--- src/hw/rtl/tlic_pkg.sv ---
// Shared types, constants and CRC helpers for the thermal line integrity checker.
package tlic_pkg;

   localparam int SAMPLE_W = 14;
   localparam int CRC_W    = 8;
   localparam int COL_W    = 7;
   localparam int ROW_W    = 5;

   localparam int PIXELS_PER_LINE_DEF = 80;
   localparam int LINES_PER_FRAME_DEF = 32;

   localparam logic [CRC_W-1:0] CRC_POLY = 8'h07;
   localparam logic [CRC_W-1:0] CRC_INIT = 8'h00;

   // Input transaction fields
   typedef struct packed {
      logic [SAMPLE_W-1:0] sample_value;
      logic                parity_flag;
      logic [CRC_W-1:0]    expected_line_crc;
      logic                frame_start;
   } req_payload_type;

   // Result transaction fields
   typedef struct packed {
      logic [SAMPLE_W-1:0] sample_out;
      logic                parity_good;
      logic                line_end;
      logic                crc_good;
      logic [ROW_W-1:0]    row_index;
      logic [COL_W-1:0]    column_index;
      logic                frame_end;
      logic                frame_good;
   } rsp_payload_type;

   // Pipeline flow control between the input stage and the check stage
   typedef struct packed {
      logic valid;
      logic advance;
   } flow_type;

   // Shift one byte through the CRC-8, MSB first, no reflection
   function automatic logic [CRC_W-1:0] crc8_byte(input logic [CRC_W-1:0] crc,
                                                  input logic [7:0]       data);
      logic [CRC_W-1:0] v;
      v = crc ^ data;
      for (int b = 0; b < 8; b++) begin
         if (v[CRC_W-1]) begin
            v = {v[CRC_W-2:0], 1'b0} ^ CRC_POLY;
         end else begin
            v = {v[CRC_W-2:0], 1'b0};
         end
      end
      return v;
   endfunction

   // Feed a pixel as two bytes, high byte first
   function automatic logic [CRC_W-1:0] crc8_pixel(input logic [CRC_W-1:0]    crc,
                                                   input logic [SAMPLE_W-1:0] sample);
      logic [15:0]      word;
      logic [CRC_W-1:0] mid;
      word = {{(16 - SAMPLE_W){1'b0}}, sample};
      mid  = crc8_byte(crc, word[15:8]);
      return crc8_byte(mid, word[7:0]);
   endfunction

endpackage

--- src/hw/rtl/thermal_line_integrity_checker_core.sv ---
// Top level of the thermal line integrity checker: input register, check stage, result register.
//
//   channel  | handshake             | payload
//   ---------+-----------------------+-------------------------------
//   request  | req_valid / req_stall | req_payload (req_payload_type)
//   response | rsp_valid / rsp_stall | rsp_payload (rsp_payload_type)
//
// One transaction per cycle while rsp_stall is low; each crosses input, then result register.
// Parity and two-byte CRC-8 update are combinational between the input and result registers.
// Reset (synchronous) empties both registers and clears the CRC, counters and error flag.
// rsp_stall holds the result register; req_stall rises only when both registers are full
// and rsp_stall holds the result.
module thermal_line_integrity_checker_core #(
   parameter int PIXELS_PER_LINE = tlic_pkg::PIXELS_PER_LINE_DEF,
   parameter int LINES_PER_FRAME = tlic_pkg::LINES_PER_FRAME_DEF
) (
   input  logic                      clock,
   input  logic                      reset,
   input  logic                      req_valid,
   output logic                      req_stall,
   input  tlic_pkg::req_payload_type req_payload,
   output logic                      rsp_valid,
   input  logic                      rsp_stall,
   output tlic_pkg::rsp_payload_type rsp_payload
);

   localparam logic [tlic_pkg::COL_W-1:0] LAST_COL = tlic_pkg::COL_W'(PIXELS_PER_LINE - 1);

   tlic_pkg::flow_type        flow;
   tlic_pkg::req_payload_type item;
   tlic_pkg::rsp_payload_type result;
   logic                      out_ready;

   tlic_in_stage u_in_stage (
      .clock       (clock),
      .reset       (reset),
      .req_valid   (req_valid),
      .req_stall   (req_stall),
      .req_payload (req_payload),
      .down_ready  (out_ready),
      .flow        (flow),
      .item        (item)
   );

   tlic_check #(
      .PIXELS_PER_LINE (PIXELS_PER_LINE),
      .LINES_PER_FRAME (LINES_PER_FRAME)
   ) u_check (
      .clock  (clock),
      .reset  (reset),
      .flow   (flow),
      .item   (item),
      .result (result)
   );

   tlic_out_stage u_out_stage (
      .clock       (clock),
      .reset       (reset),
      .load        (flow.advance),
      .result      (result),
      .ready       (out_ready),
      .rsp_valid   (rsp_valid),
      .rsp_stall   (rsp_stall),
      .rsp_payload (rsp_payload)
   );

   // Frame verdict only on the frame's last pixel
   assert property (@(posedge clock) disable iff (reset)
      rsp_valid && rsp_payload.frame_good |-> rsp_payload.frame_end)
      else $error("frame_good without frame_end");

   // Frame end is always a line end
   assert property (@(posedge clock) disable iff (reset)
      rsp_valid && rsp_payload.frame_end |-> rsp_payload.line_end)
      else $error("frame_end without line_end");

   // CRC can only fail at a line end
   assert property (@(posedge clock) disable iff (reset)
      rsp_valid && !rsp_payload.line_end |-> rsp_payload.crc_good)
      else $error("crc failure off line end");

   // Column count stays within the line
   assert property (@(posedge clock) disable iff (reset)
      rsp_valid |-> rsp_payload.column_index <= LAST_COL)
      else $error("column index past end of line");

endmodule

--- src/hw/rtl/tlic_in_stage.sv ---
// Input register stage: captures request transactions and holds them for the check stage.
module tlic_in_stage (
   input  logic                      clock,
   input  logic                      reset,
   input  logic                      req_valid,
   output logic                      req_stall,
   input  tlic_pkg::req_payload_type req_payload,
   input  logic                      down_ready,
   output tlic_pkg::flow_type        flow,
   output tlic_pkg::req_payload_type item
);

   logic                      valid_ff;
   logic                      valid_in;
   tlic_pkg::req_payload_type data_ff;
   logic                      accept;
   logic                      advance;

   // Move the held transaction on when the check stage can take it
   assign advance   = valid_ff && down_ready;
   assign req_stall = valid_ff && !advance;
   assign accept    = req_valid && !req_stall;

   always_comb begin
      valid_in = valid_ff;
      if (accept) begin
         valid_in = 1'b1;
      end else if (advance) begin
         valid_in = 1'b0;
      end
   end

   always_ff @(posedge clock) begin
      if (reset) begin
         valid_ff <= 1'b0;
      end else begin
         valid_ff <= valid_in;
      end
   end

   // Load payload on each accepted transaction
   always_ff @(posedge clock) begin
      if (accept) begin
         data_ff <= req_payload;
      end
   end

   assign flow.valid   = valid_ff;
   assign flow.advance = advance;
   assign item         = data_ff;

endmodule

--- src/hw/rtl/tlic_check.sv ---
// Line/frame state and the single-pass parity and CRC check for one pixel.
module tlic_check #(
   parameter int PIXELS_PER_LINE = tlic_pkg::PIXELS_PER_LINE_DEF,
   parameter int LINES_PER_FRAME = tlic_pkg::LINES_PER_FRAME_DEF
) (
   input  logic                      clock,
   input  logic                      reset,
   input  tlic_pkg::flow_type        flow,
   input  tlic_pkg::req_payload_type item,
   output tlic_pkg::rsp_payload_type result
);

   localparam logic [tlic_pkg::COL_W-1:0] LAST_COL = tlic_pkg::COL_W'(PIXELS_PER_LINE - 1);
   localparam logic [tlic_pkg::ROW_W-1:0] LAST_ROW = tlic_pkg::ROW_W'(LINES_PER_FRAME - 1);

   logic [tlic_pkg::CRC_W-1:0] crc_ff, crc_in;
   logic [tlic_pkg::COL_W-1:0] col_ff, col_in;
   logic [tlic_pkg::ROW_W-1:0] row_ff, row_in;
   logic                       err_ff, err_in;

   logic [tlic_pkg::CRC_W-1:0] crc_base, crc_new;
   logic [tlic_pkg::COL_W-1:0] col_cur;
   logic [tlic_pkg::ROW_W-1:0] row_cur;
   logic                       err_cur, err_now;
   logic                       par_ok, crc_ok, line_end, frame_end;

   // Drop accumulated state at start of frame
   assign crc_base = item.frame_start ? tlic_pkg::CRC_INIT : crc_ff;
   assign col_cur  = item.frame_start ? '0 : col_ff;
   assign row_cur  = item.frame_start ? '0 : row_ff;
   assign err_cur  = item.frame_start ? 1'b0 : err_ff;

   // Odd parity over sample plus parity bit
   assign par_ok  = ^{item.sample_value, item.parity_flag};
   assign crc_new = tlic_pkg::crc8_pixel(crc_base, item.sample_value);

   assign line_end  = (col_cur >= LAST_COL);
   assign frame_end = line_end && (row_cur >= LAST_ROW);
   assign crc_ok    = line_end ? (crc_new == item.expected_line_crc) : 1'b1;
   assign err_now   = err_cur || !par_ok || !crc_ok;

   // Advance counters, CRC and error flag; wrap at line and frame end
   always_comb begin
      crc_in = crc_new;
      col_in = col_cur + 1'b1;
      row_in = row_cur;
      err_in = err_now;
      if (line_end) begin
         crc_in = tlic_pkg::CRC_INIT;
         col_in = '0;
         if (frame_end) begin
            row_in = '0;
            err_in = 1'b0;
         end else begin
            row_in = row_cur + 1'b1;
         end
      end
   end

   always_ff @(posedge clock) begin
      if (reset) begin
         crc_ff <= tlic_pkg::CRC_INIT;
         col_ff <= '0;
         row_ff <= '0;
         err_ff <= 1'b0;
      end else if (flow.advance) begin
         crc_ff <= crc_in;
         col_ff <= col_in;
         row_ff <= row_in;
         err_ff <= err_in;
      end
   end

   always_comb begin
      result.sample_out   = item.sample_value;
      result.parity_good  = par_ok;
      result.line_end     = line_end;
      result.crc_good     = crc_ok;
      result.row_index    = row_cur;
      result.column_index = col_cur;
      result.frame_end    = frame_end;
      result.frame_good   = frame_end && !err_now;
   end

endmodule

--- src/hw/rtl/tlic_out_stage.sv ---
// Result register stage: holds a finished transaction until the receiver takes it.
module tlic_out_stage (
   input  logic                      clock,
   input  logic                      reset,
   input  logic                      load,
   input  tlic_pkg::rsp_payload_type result,
   output logic                      ready,
   output logic                      rsp_valid,
   input  logic                      rsp_stall,
   output tlic_pkg::rsp_payload_type rsp_payload
);

   logic                      valid_ff;
   logic                      valid_in;
   tlic_pkg::rsp_payload_type data_ff;

   // Free when empty or when the held transaction leaves this cycle
   assign ready = !valid_ff || !rsp_stall;

   always_comb begin
      valid_in = valid_ff;
      if (load) begin
         valid_in = 1'b1;
      end else if (valid_ff && !rsp_stall) begin
         valid_in = 1'b0;
      end
   end

   always_ff @(posedge clock) begin
      if (reset) begin
         valid_ff <= 1'b0;
      end else begin
         valid_ff <= valid_in;
      end
   end

   always_ff @(posedge clock) begin
      if (load) begin
         data_ff <= result;
      end
   end

   assign rsp_valid   = valid_ff;
   assign rsp_payload = data_ff;

endmodule

--- config.mk ---
export PLATFORM = sky130hd
export DESIGN_NAME = thermal_line_integrity_checker_core
export DESIGN_NICKNAME = d
export VERILOG_FILES = /design/src/hw/rtl/tlic_pkg.sv /design/src/hw/rtl/thermal_line_integrity_checker_core.sv /design/src/hw/rtl/tlic_in_stage.sv /design/src/hw/rtl/tlic_check.sv /design/src/hw/rtl/tlic_out_stage.sv
export SDC_FILE = /design/constraint.sdc
export NUM_CORES = 1
export LEC_CHECK = 0
export BUFFER_PORTS_ARGS = -buffer_cell sky130_fd_sc_hd__buf_2
export CAP_MARGIN = 20
export CORE_ASPECT_RATIO = 0.7
export CORE_UTILIZATION = 45
export DETAILED_ROUTE_END_ITERATION = 7
export PLACE_DENSITY = 0.66
export SLEW_MARGIN = 10
export SYNTH_ARGS = -nofsm -noshare
export SYNTH_HDL_FRONTEND = slang
export SYNTH_SLANG_ARGS = --single-unit
--- constraint.sdc ---
create_clock -name clock -period 3.7 [get_ports clock]
set_input_delay 0.74 -clock clock [delete_from_list [all_inputs] [get_ports clock]]
set_output_delay 0.74 -clock clock [all_outputs]
set_load 0.02 [all_outputs]
==> results.json, run 1 <==
{
  "outcome": "finished clean",
  "ys_async_sr_fraction_pct": 0,
  "clock.fmax_ghz": 0.350,
  "ant_nets": 0,
  "cts_setup_buffers": 0,
  "rsz0062_at_grt": "no",
  "synthToLayoutAreaGrowth_pct": 19.7,
  "min_to": "u_out_stage.rsp_payload[22]$_DFFE_PP_",
  "pre_cts_ws_ps": 907,
  "dieArea_um2": 8590,
  "io_buffers": 60,
  "worstHoldStart": "u_in_stage.item[15]$_DFFE_PP_",
  "path_clk_slew_ps": 60,
  "grt_usage_pct": 17.5,
  "ys_ff_latch": 78,
  "dpl_cell_area_um2": 4110,
  "cts_tree": "done",
  "cts-htree-levels": 3,
  "netlist_area_um2": 3700,
  "path_delay_family": "simple AND/OR/NAND/NOR gates",
  "antenna_found_initial": 0,
  "crit_arrival_ps": 3120,
  "clock_sinks": 78,
  "grt_pass1_wl_um": 10900,
  "synth_warnings": 0,
  "die_w_um": 110,
  "avgViaCountPerCell": 5.00,
  "critPathKind": "reg -> reg",
  "route.detailed.drc": 0,
  "slew_headroom_pct": 50.7,
  "wl_um": 6980,
  "drive_gt1_share_pct": 27.5,
  "grt_max_degree": 25,
  "grt.overflow.total": 0,
  "drv_slew": 0,
  "final_nets": 386,
  "antennaDiodeCount": 0,
  "finalCritPeriodShare_pct": 77.1,
  "rr_endpoint": "u_check.col_ff[3]$_SDFFE_PP0P_",
  "layout_min_cycle_time_ps": 2850,
  "path_max_fanout": 21,
  "syn-instance-count": 288,
  "dp_hpwl_um": 5080,
  "worstHoldPathCells": 0,
  "design_area_um2": 4420,
  "setup_viol_count_final": 0,
  "ioPinCount": 61,
  "r2r_slack_ps": 850,
  "critPathMaxStageDelay_ps": 830,
  "core_um2": 7910,
  "synthMuxAreaShare_pct": 1.15,
  "slowest_stage": "edfxtp_1",
  "cts_hold_buf": 0,
  "worstSkewPairLatency_ps": 330,
  "end_kind": "flip-flop",
  "fin_setup_tns_ps": 0,
  "synth_xor_area_share_pct": 20.1,
  "finalHoldViolCount": 0,
  "peakVddDrop_mv": 0.419,
  "synthTopCellsByArea": "edfxtp_1 45%, dfxtp_1 12%, xnor2_1 9.2%, xnor3_1 3.7%, nor2_1 3.4%",
  "synth_edf_count": 55,
  "post-route-util_pct": 56.0,
  "grt_pass1_vias": 2095,
  "cts-root-buf": "clkbuf_16",
  "hold_class": "reg -> reg",
  "synth_top_area_share_pct": 44.7,
  "maxCapViolCount": 0,
  "layout_commonest_cell": "buf_2",
  "synth-compound-area-share_pct": 7.04,
  "nFillCells": 685,
  "fin_ws_ps": 846,
  "start_kind": "flip-flop",
  "netlist.top_cell.by_area": "edfxtp_1",
  "cts_made_buffers": 9,
  "ys_seq_area_share_pct": 57.1,
  "r2r-start": "u_in_stage.item[0]$_DFFE_PP_",
  "num_vias": 2303,
  "skew_ps": 4.85,
  "cts_buffer_depth": 2,
  "synthAdderAreaFrac_pct": 1.02,
  "synth.distinct_cells": 45,
  "yosys.area_share.simple_pct": 11.5,
  "gp_congestion": 0.763,
  "die_h_um": 77.8,
  "cts.repair.resized": 0,
  "worstPathRequired_ps": 3960,
  "synth-main-ff-cell": "edfxtp_1",
  "avgSynthCellArea_um2": 12.8,
  "leakage_nw": 1.72,
  "crit_chain": "nor2b_1 > ha_1 > a21oi_1 > nor2_1 > o31a_2 > nor2_1 > nand3b_1 > a21oi_1",
  "crit_buf_inv": 0,
  "final_cell_mix": "60 x buf_2, 55 x edfxtp_1, 39 x xnor2_1, 33 x nor2_1, 23 x dfxtp_1",
  "drt_first_iter_violations": 134,
  "wl_per_cell_um": 15.1,
  "r2r_cells": 8,
  "dr.pass1.iters": 4,
  "power.density_nw_per_um2": 579,
  "cp-startpoint": "u_in_stage.item[0]$_DFFE_PP_",
  "synth_fp_nets": 319,
  "rows": 27,
  "worst_pin_slew_ps": 740,
  "synth_top_family_by_area": "XOR/XNOR gates",
  "initial_core_util_pct": 46.8
}
## worst max path at each step
stage / to / slack, ps / cells past startpoint
after global placement: u_check.col_ff[3]$_SDFFE_PP0P_ / 1040 / 8
after detailed placement: u_check.col_ff[3]$_SDFFE_PP0P_ / 910 / 8
final: u_check.col_ff[3]$_SDFFE_PP0P_ / 850 / 8
after CTS: u_check.col_ff[3]$_SDFFE_PP0P_ / 890 / 8
after floorplan: u_check.col_ff[3]$_SDFFE_PP0P_ / 980 / 12
after global routing: u_check.col_ff[3]$_SDFFE_PP0P_ / 620 / 8
## layout make-up
class,instances,area [µm²],area share (%)
sequential,78,2110,47.7
multi-input combinational,196,1510,34.2
timing repair buffer,65,338,7.64
clock buffer,12,246,5.57
tap,101,126,2.86
clock inverter,4,70.1,1.58
inverter,5,18.8,0.424
## metrics by stage
step	power [W]	cells	hold WS, ps
final	0.00256	461	473
after global routing	0.00267	461	503
after CTS	0.00259	461	478
after detailed placement	0.00165	445	463
after global placement	0.00164	445	454
after floorplan	0.00152	288	447
## cell usage after synthesis, types with 6 or more instances
cell and number:
xor2_1 12, a21oi_1 9, xnor3_1 6, o21ai_0 8, nand2_1 12, xnor2_1 39
nor2_1 33, dfxtp_1 23, a22oi_1 14, nor2b_1 16, edfxtp_1 55, xnor2_2 6
## per-layer routing
metal | routed length, µm | track usage (%)
met5 | 0 | 0
met4 | 98 | 6.32
met3 | 411 | 4.87
met2 | 2830 | 22.8
met1 | 3640 | 27.3
## registers in the layout, indices dropped and copies added (netlist names)
signal / count
u_check.col_ff: 7
u_check.crc_ff: 8
u_check.err_ff: 1
u_check.row_ff: 5
u_in_stage.item: 24
u_in_stage.valid_ff: 1
u_out_stage.rsp_payload: 31
u_out_stage.rsp_valid: 1
## power breakdown
part / total, W / switching, W / internal [W]
sequential: 0.00104 / 0.0000452 / 0.000994
combinational: 0.000589 / 0.000301 / 0.000288
clock: 0.000933 / 0.000326 / 0.000607
total: 0.00256 / 0.000673 / 0.00189
## cell families (layout without fill, tap and decap cells)
family,Yosys count,count (layout)
adder cells (fa/ha/maj),3,3
AND/OR/NAND/NOR,84,84
buffers and inverters,14,86
flip-flops,78,78
XOR/XNOR,66,66
AO/OA/AOI/OAI,39,39
multiplexers,4,4
(Power assumes the default switching activity.)
==> inputs of run 2 (changes only) <==
--- a/config.mk
+++ b/config.mk
@@ -5,12 +5,13 @@
 export SDC_FILE = /design/constraint.sdc
 export NUM_CORES = 1
 export LEC_CHECK = 0
+export ABC_AREA = 1
 export BUFFER_PORTS_ARGS = -buffer_cell sky130_fd_sc_hd__buf_2
 export CAP_MARGIN = 20
 export CORE_ASPECT_RATIO = 0.7
 export CORE_UTILIZATION = 45
 export DETAILED_ROUTE_END_ITERATION = 7
-export PLACE_DENSITY = 0.66
+export PLACE_DENSITY = 0.68
 export SLEW_MARGIN = 10
 export SYNTH_ARGS = -nofsm -noshare
 export SYNTH_HDL_FRONTEND = slang
==> constraint.sdc (replaced) <==
create_clock -name clock -period 2.5 [get_ports clock]
set_input_delay 0.5 -clock clock [delete_from_list [all_inputs] [get_ports clock]]
set_output_delay 0.5 -clock clock [all_outputs]
set_load 0.02 [all_outputs]
==> results.json, run 2 <==
{
  "layout_min_cycle_time_ps": 2620,
  "drv_slew": 0,
  "synth_warnings": 0,
  "synth_commonest_cells": "124 x nand2_1, 55 x edfxtp_1, 48 x nand3_1",
  "final_nets": 571,
  "ys_seq_area_share_pct": 51.6,
  "worstPathRequired_ps": 2690,
  "synth_top_area_share_pct": 40.3,
  "final_cell_mix": "79 x nand2_1, 60 x buf_2, 55 x edfxtp_1, 49 x nand2_2, 43 x inv_1",
  "finalCritPeriodShare_pct": 105,
  "setup_viol_count_final": 3,
  "post-route-util_pct": 63.2,
  "grt_pass1_vias": 3037,
  "fin_ws_ps": -118,
  "critPathKind": "reg -> reg",
  "grt_usage_pct": 20.6,
  "wl_per_cell_um": 15.1,
  "synth-compound-area-share_pct": 4.83,
  "initial_core_util_pct": 47.3,
  "violations": "negative setup slack",
  "path_clk_slew_ps": 60,
  "cts_made_buffers": 9,
  "synthMuxAreaShare_pct": 0,
  "start_kind": "flip-flop",
  "outcome": "finished with violations",
  "hold_class": "in -> reg",
  "grt.overflow.total": 0,
  "grt_max_degree": 32,
  "grt_pass1_wl_um": 14500,
  "avgViaCountPerCell": 5.20,
  "skew_ps": 9.63,
  "dp_hpwl_um": 6340,
  "synth_most_common_cell": "nand2_1",
  "critPathMaxStageDelay_ps": 430,
  "synth-main-ff-cell": "edfxtp_1",
  "cts-root-buf": "clkbuf_16",
  "synthTopCellsByArea": "edfxtp_1 40%, nand2_1 11%, dfxtp_1 11%, nand3_1 5.9%, nand2_2 4.6%",
  "antenna_found_initial": 0,
  "synthToLayoutAreaGrowth_pct": 33.6,
  "ioPinCount": 61,
  "worst_pin_slew_ps": 608,
  "worstSkewPairLatency_ps": 350,
  "yosys.area_share.simple_pct": 31.9,
  "rows": 28,
  "top_register": "u_out_stage.rsp_payload",
  "end_kind": "flip-flop",
  "synth_top_family_by_area": "simple AND/OR/NAND/NOR gates",
  "drt_first_iter_violations": 233,
  "power_w": 0.00381,
  "clock_sinks": 78,
  "synth_fp_nets": 483,
  "synth_edf_count": 55,
  "dieArea_um2": 9490,
  "cts_tree": "done",
  "ys_ff_latch": 78,
  "synth.distinct_cells": 32,
  "route.detailed.drc": 0,
  "ys_async_sr_fraction_pct": 0,
  "netlist_area_um2": 4100,
  "holdWs_ps": 324,
  "netlist.top_cell.by_area": "edfxtp_1",
  "power.density_nw_per_um2": 696,
  "ant_nets": 0,
  "gp_congestion": 0.898,
  "crit_chain": "buf_6 > clkinv_8 > buf_6 > nand2_2 > nand2_2 > nand2_4 > nand2_4 > nand2_4 > inv_4 > nand2_4 > nand2_8 > nand3_4 > nand2_4 > nand2_2 > nand3_2 > nand2_1 > nor3_2 > nand3_2 > nand2_2 > nand2_2 > nor3_2",
  "peakVddDrop_mv": 0.411,
  "cts-htree-levels": 3,
  "wl_um": 10100,
  "crit_arrival_ps": 2810,
  "antennaDiodeCount": 0,
  "rsz0062_at_grt": "yes",
  "path_max_fanout": 8,
  "io_buffers": 60,
  "clock.fmax_ghz": 0.382,
  "maxCapViolCount": 0,
  "dr.pass1.iters": 7,
  "r2r_slack_ps": -120,
  "core_um2": 8650,
  "die_h_um": 81.8,
  "die_w_um": 116,
  "syn-instance-count": 452,
  "slew_headroom_pct": 59.4,
  "synth_xor_area_share_pct": 3.82,
  "leakage_nw": 2.36,
  "drive_gt1_share_pct": 44.2,
  "cts_buffer_depth": 2,
  "finalHoldViolCount": 0,
  "num_vias": 3459,
  "largest_reg_flops": 31,
  "synthAdderAreaFrac_pct": 0.917,
  "slowest_stage": "edfxtp_1",
  "avgSynthCellArea_um2": 9.06,
  "layout_commonest_cell": "nand2_1"
}
==> run 2: cell count changes after synthesis, moves of 9 or more <==
cell / delta
a21oi_1: +16
a22oi_1: -14
inv_1: +42
inv_2: +9
nand2_1: +112
nand2_2: +30
nand3_1: +46
nand3_2: +14
nor2_1: -18
nor2b_1: -16
xnor2_1: -31
==> run 2: routing by layer <==
metal	wire length (µm)	global-route usage [%]	up-vias
li1	-	-	1668
met1	4400	28.4	1613
met2	4650	30.8	153
met3	715	5.46	25
met4	294	8.72	0
met5	0	0	-
==> run 2: worst max-delay path: cells and delay by family, from the launching register on <==
family	cells	cell delay (ps)
buffers and inverters	4	420
flip-flops	1	430
AND/OR/NAND/NOR	17	1610
==> run 2: cell type report <==
class,instances,area (µm²)
Fill cell,693,3180
Multi-Input combinational cell,309,2170
Sequential cell,78,2110
Timing Repair Buffer,84,508
Clock buffer,12,258
Inverter,57,234
Tap cell,120,150
Clock inverter,4,28.8
Timing Repair inverter,1,8.76
==> run 2: worst paths after layout <==
kind	from	end	cells after the start
max	u_in_stage.item[0]$_DFFE_PP_	u_out_stage.rsp_payload[0]$_DFFE_PP_	21
min	req_payload[21]	u_in_stage.item[21]$_DFFE_PP_	1
max reg2reg	u_in_stage.item[0]$_DFFE_PP_	u_out_stage.rsp_payload[0]$_DFFE_PP_	21
min reg2reg	u_check.row_ff[1]$_SDFFE_PP0P_	u_check.row_ff[1]$_SDFFE_PP0P_	2
==> run 2: cells by family after synthesis <==
kind of cell | Yosys count
AOI/OAI and AO/OA | 36
xor gates and xnor gates | 17
adders and majority gates | 3
buffers and inverters | 65
DFF | 78
and+or+nand+nor | 253
==> run 2: power by group <==
part | total (W) | internal [W] | switching (W) | leakage [nW]
combinational | 0.00104 | 0.000372 | 0.000667 | 1.49
clock | 0.00126 | 0.000735 | 0.000522 | 0.142
sequential | 0.00151 | 0.00146 | 0.0000523 | 0.724
==> run 2: timing repair <==
| action | 4_1_cts | 5_1_grt |
|---|---|---|
| cloned | 1 | 0 |
| gates resized for setup | 21 | 100 |
| hold buffers | 0 | 0 |
| buffers inserted | 9 | 7 |
| setup endpoints to repair | 3 | 20 |
| pin swaps | 9 | 46 |
==> run 2: metrics by stage <==
step	TNS, ps	instances	setup WS (ps)	area (µm²)
final	-318	665	-118	5470
after global routing	-674	665	-235	5470
after CTS	-21.9	658	-14.4	5000
after detailed placement	-127	632	-65.4	4550
after global placement	0	632	3.95	4550
after floorplan	0	452	329	4100
